$ cat src/sv/ntfl_pkg.sv
`timescale 1ns / 1ps
// ----------------------------------------------------------------------------
// ntfl_pkg - shared types and constants for the nearest time fix lookup
// Widths, item modes, register indexes, controller states and the command
// and status bundles between controller and datapath.
// ----------------------------------------------------------------------------
package ntfl_pkg;

    localparam int MAX_FIXES = 1024;
    localparam int ADDR_W    = (MAX_FIXES > 1) ? $clog2(MAX_FIXES) : 1;
    localparam int CNT_W     = $clog2(MAX_FIXES + 1);

    localparam int TIME_W    = 48;
    localparam int LAT_W     = 31;
    localparam int LON_W     = 32;
    localparam int CFG_W     = 24;
    localparam int CFG_IDX_W = 2;
    localparam int CONF_W    = 7;
    localparam int MODE_W    = 2;
    localparam int FIX_W     = TIME_W + LAT_W + LON_W;

    localparam logic [CFG_W-1:0] MAX_GAP_RST   = 24'd86400;
    localparam logic [CFG_W-1:0] TIER_HIGH_RST = 24'd300;
    localparam logic [CFG_W-1:0] TIER_MID_RST  = 24'd3600;
    localparam logic [CFG_W-1:0] TIER_LOW_RST  = 24'd21600;

    localparam logic [CONF_W-1:0] CONF_HIGH = 7'd95;
    localparam logic [CONF_W-1:0] CONF_MID  = 7'd75;
    localparam logic [CONF_W-1:0] CONF_LOW  = 7'd40;
    localparam logic [CONF_W-1:0] CONF_POOR = 7'd10;

    typedef enum logic [MODE_W-1:0] {
        MODE_CLEAR  = 2'd0,
        MODE_APPEND = 2'd1,
        MODE_QUERY  = 2'd2
    } mode_t;

    typedef enum logic [CFG_IDX_W-1:0] {
        CFG_MAX_GAP   = 2'd0,
        CFG_TIER_HIGH = 2'd1,
        CFG_TIER_MID  = 2'd2,
        CFG_TIER_LOW  = 2'd3
    } cfg_idx_t;

    typedef enum logic [1:0] {
        ST_IDLE,
        ST_SCAN,
        ST_DRAIN,
        ST_RESULT
    } ctrl_state_t;

    typedef struct packed {
        logic accept;
        logic rd_en;
        logic load_out;
    } ctrl_cmd_t;

    typedef struct packed {
        logic count_zero;
        logic rd_last;
        logic pipe_busy;
        logic out_free;
    } dp_status_t;

endpackage

$ cat src/sv/ntfl_ctrl.sv
`timescale 1ns / 1ps
// ----------------------------------------------------------------------------
// ntfl_ctrl - sequencer for the fix lookup
// Takes one beat at a time, steps the store scan for queries, waits for the
// compare pipeline to empty and hands the result to the output register.
// ----------------------------------------------------------------------------
module ntfl_ctrl (
    input  logic                                   aclk,
    input  logic                                   aresetn,
    input  logic                                   s_valid,
    output logic                                   s_ready,
    input  logic [ntfl_pkg::MODE_W-1:0]            s_mode,
    input  ntfl_pkg::dp_status_t                   status,
    output ntfl_pkg::ctrl_cmd_t                    cmd
);
    import ntfl_pkg::*;

    ctrl_state_t state_reg;
    ctrl_state_t state_next;

    always_ff @(posedge aclk) begin
        if (!aresetn) begin
            state_reg <= ST_IDLE;
        end else begin
            state_reg <= state_next;
        end
    end

    always_comb begin
        state_next = state_reg;
        case (state_reg)
            ST_IDLE: begin
                if (s_valid) begin
                    if (s_mode == MODE_QUERY && !status.count_zero) begin
                        state_next = ST_SCAN;
                    end else begin
                        state_next = ST_RESULT;
                    end
                end
            end
            ST_SCAN: begin
                if (status.rd_last) begin
                    state_next = ST_DRAIN;
                end
            end
            ST_DRAIN: begin
                if (!status.pipe_busy) begin
                    state_next = ST_RESULT;
                end
            end
            ST_RESULT: begin
                if (status.out_free) begin
                    state_next = ST_IDLE;
                end
            end
            default: begin
                state_next = ST_IDLE;
            end
        endcase
    end

    always_comb begin
        s_ready      = 1'b0;
        cmd.accept   = 1'b0;
        cmd.rd_en    = 1'b0;
        cmd.load_out = 1'b0;
        case (state_reg)
            ST_IDLE: begin
                s_ready    = 1'b1;
                cmd.accept = s_valid;
            end
            ST_SCAN: begin
                cmd.rd_en = 1'b1;
            end
            ST_DRAIN: begin
            end
            ST_RESULT: begin
                cmd.load_out = status.out_free;
            end
            default: begin
            end
        endcase
    end

    // once the compare pipeline is empty the drain must move on to the result hand-off
    assert property (@(posedge aclk) disable iff (!aresetn)
        (state_reg == ST_DRAIN && !status.pipe_busy) |=> state_reg == ST_RESULT)
        else $error("drain did not move to result");

    assert property (@(posedge aclk) disable iff (!aresetn)
        cmd.accept |=> state_reg != ST_IDLE)
        else $error("accepted beat left no work");

    assert property (@(posedge aclk) disable iff (!aresetn)
        cmd.load_out |=> state_reg == ST_IDLE)
        else $error("result loaded without returning to idle");

endmodule

$ cat config.mk
export PLATFORM = sky130hd
export DESIGN_NAME = ntfl_ctrl
export DESIGN_NICKNAME = d
export VERILOG_FILES = /design/src/sv/ntfl_pkg.sv /design/src/sv/ntfl_ctrl.sv
export SDC_FILE = /design/constraint.sdc
export NUM_CORES = 1
export LEC_CHECK = 0
export ABC_AREA = 1
export ABC_CLOCK_PERIOD_IN_PS = 1100
export BUFFER_PORTS_ARGS = -buffer_cell sky130_fd_sc_hd__buf_2
export CORE_AREA = 5 5 42 44
export DETAILED_ROUTE_END_ITERATION = 8
export DIE_AREA = 0 0 47 49
export SYNTH_ARGS = -nofsm -noshare
export SYNTH_HDL_FRONTEND = slang
export SYNTH_SLANG_ARGS = --single-unit
$ cat constraint.sdc
create_clock -name aclk -period 1.1 [get_ports aclk]
set_input_delay 0.055 -clock aclk [delete_from_list [all_inputs] [get_ports aclk]]
set_output_delay 0.055 -clock aclk [all_outputs]
set_load 0.01 [all_outputs]
==> results_dict.tcl <==
set metrics [dict create \
    drive_gt1_frac 0.519 \
    largest_reg_flops 2 \
    final_nets 69 \
    grt_max_degree 6 \
    synth_nets 51 \
    finalHoldWorstSlack_ns 0.0606 \
    hold_viol_final 0 \
    die_w_um 47 \
    clk_pin_slew_worst_paths_ns 0.03 \
    cts_buffer_depth 2 \
    fin_ws_ns -0.0407 \
    cp_max_fo 5 \
    synth_warnings 0 \
    vias_per_cell 3.53 \
    grt_antenna_before_repair 0 \
    clock_sinks 2 \
    yosysSeqAreaShare 0.184 \
    crit_required_ns 1.04 \
    area_delta_synth_final_pct 78.7 \
    io-pin-count 13 \
    syn-instance-count 38 \
    p_total_uw 944 \
    finalInstanceArea_um2 389 \
    p_leak_nw 0.231 \
    startpoint_type "register" \
    dpl.hpwl_um 397 \
    synth_area_per_cell_um2 5.73 \
    cts_buffers 3 \
    cts.htree.levels 1 \
    cp-end-kind "output port" \
    avgRoutedWirePerCell_um 6.91 \
    synth.distinct_cells 8 \
    grt.total_usage 0.0513 \
    outcome "finished, violations left" \
    setup_viol 3 \
    port-buffer-count 12 \
    synth-seq-cells 2 \
    yosysTopAreaCellShare 0.230 \
    synth_area_um2 218 \
    hold_buffers 0 \
    slew_violations 0 \
    grt_pass1_wl_um 793 \
    max_freq_ghz 0.877 \
    worstMarginPinSlew_ns 0.110 \
    gp_congestion 0.682 \
    critPathKind "register to output port" \
    synthTopCellsByArea "ha_1, nand2_1, dfxtp_1, inv_1, nor2_1" \
    period_needed_ns 1.14 \
    cts_root_buf "clkbuf_4" \
    antenna_left 0 \
    cap_violations 0 \
    grt_overflow 0 \
    finalWirelength_um 484 \
    start_util 0.155 \
    die_h_um 49 \
    violations "setup timing" \
    first_pass_iters 1 \
    slew_headroom 0.926 \
    vias 247 \
    rsz0062_at_grt "yes" \
    clk_latency_ns 0.22 \
    coreArea_um2 1400 \
    cellPowerDensity_nw_per_um2 2430 \
    rows 14 \
    n_antenna_cell 0 \
    dieArea_um2 2300 \
    tritoncts "done" \
    yosys.area.top_type "ha_1" \
    grt_pass1_vias 206 \
    route.detailed.drc 0 \
    dr.first_iter.drc_count 0 \
    hold_class "input pin to register" \
    post_cts_buffers 0 \
    place_area_um2 328 \
    ir_drop_uv 632 \
    fin_skew_ns 0.00189 \
    critPathArrivalTime_ns 1.09 \
    fin_util 0.278 \
    finalCritPeriodShare 1.04 \
]
## placed cells by master, fill, tap and decap left out, drive strengths merged
cell / synthesis / final
nand2: 14 / 14
buf: 0 / 13
inv: 9 / 9
nor2: 8 / 8
ha: 4 / 4
clkbuf: 0 / 3
dfxtp: 2 / 2
or2: 1 / 1
## layout make-up
type / count / area (um2)
clock buffers: 3 / 22.5
fillers: 167 / 1010
inverters: 9 / 38.8
multi-input cells: 27 / 176
flip-flops and latches: 2 / 47.5
well taps: 16 / 20.0
repair buffers: 13 / 83.8
## metal layers
metal / GRT usage / vias to the layer above / part of all wire
met5: 0 / - / 0
met4: 0 / 0 / 0
met3: 0.0701 / 0 / 0.15
met2: 0.0588 / 12 / 0.37
met1: 0.0613 / 95 / 0.48
li1: - / 140 / -
## kinds of logic after synthesis
logic type    after synthesis  share of synthesized area
simple gates               23                      0.431
fa+ha+maj                   4                      0.230
buf+inv                     9                      0.155
flops                       2                      0.184
## synthesized netlist by cell type, drive strengths merged
cell type	number
nand2	14
inv	9
nor2	8
ha	4
dfxtp	2
or2	1
## worst max-delay path, cell delays in order (launching register included)
cell and delay, ns:
dfxtp_4 0.36, inv_4 0.04, ha_4 0.16, buf_6 0.12, nand2_4 0.04, inv_2 0.03, buf_6 0.10
## power breakdown
group | switching, mW | leakage, nW | internal (mW)
logic | 0.296 | 0.200 | 0.314
registers | 0.0513 | 0.0178 | 0.125
clock network | 0.0377 | 0.0138 | 0.120
## stage by stage
stage	TNS, ns	cells	setup WS [ns]
floorplan	0	38	0.0104
global placement	-0.105	67	-0.0549
detailed placement	-0.126	67	-0.0667
CTS	-0.171	70	-0.0764
global route	-0.311	70	-0.107
finish	-0.0591	70	-0.0407
## worst paths after layout
| check | startpoint | slack, ns | cells after the start | end |
|---|---|---|---|---|
| worst min register to register | state_reg[0]$_SDFFE_PN0P_ | 0.53 | 2 | state_reg[0]$_SDFFE_PN0P_ |
| worst min-delay path | aresetn | 0.06 | 3 | state_reg[0]$_SDFFE_PN0P_ |
| worst max-delay path | state_reg[0]$_SDFFE_PN0P_ | -0.04 | 6 | cmd[2] |
| worst max register to register | state_reg[0]$_SDFFE_PN0P_ | -0.02 | 7 | state_reg[1]$_SDFFE_PN0P_ |
## repair_timing
item / in CTS / in global routing
setup endpoints to repair: 4 / 4
resized for setup: 2 / 10
pin swaps: 2 / 4
Power figures use the tool's default switching activity.
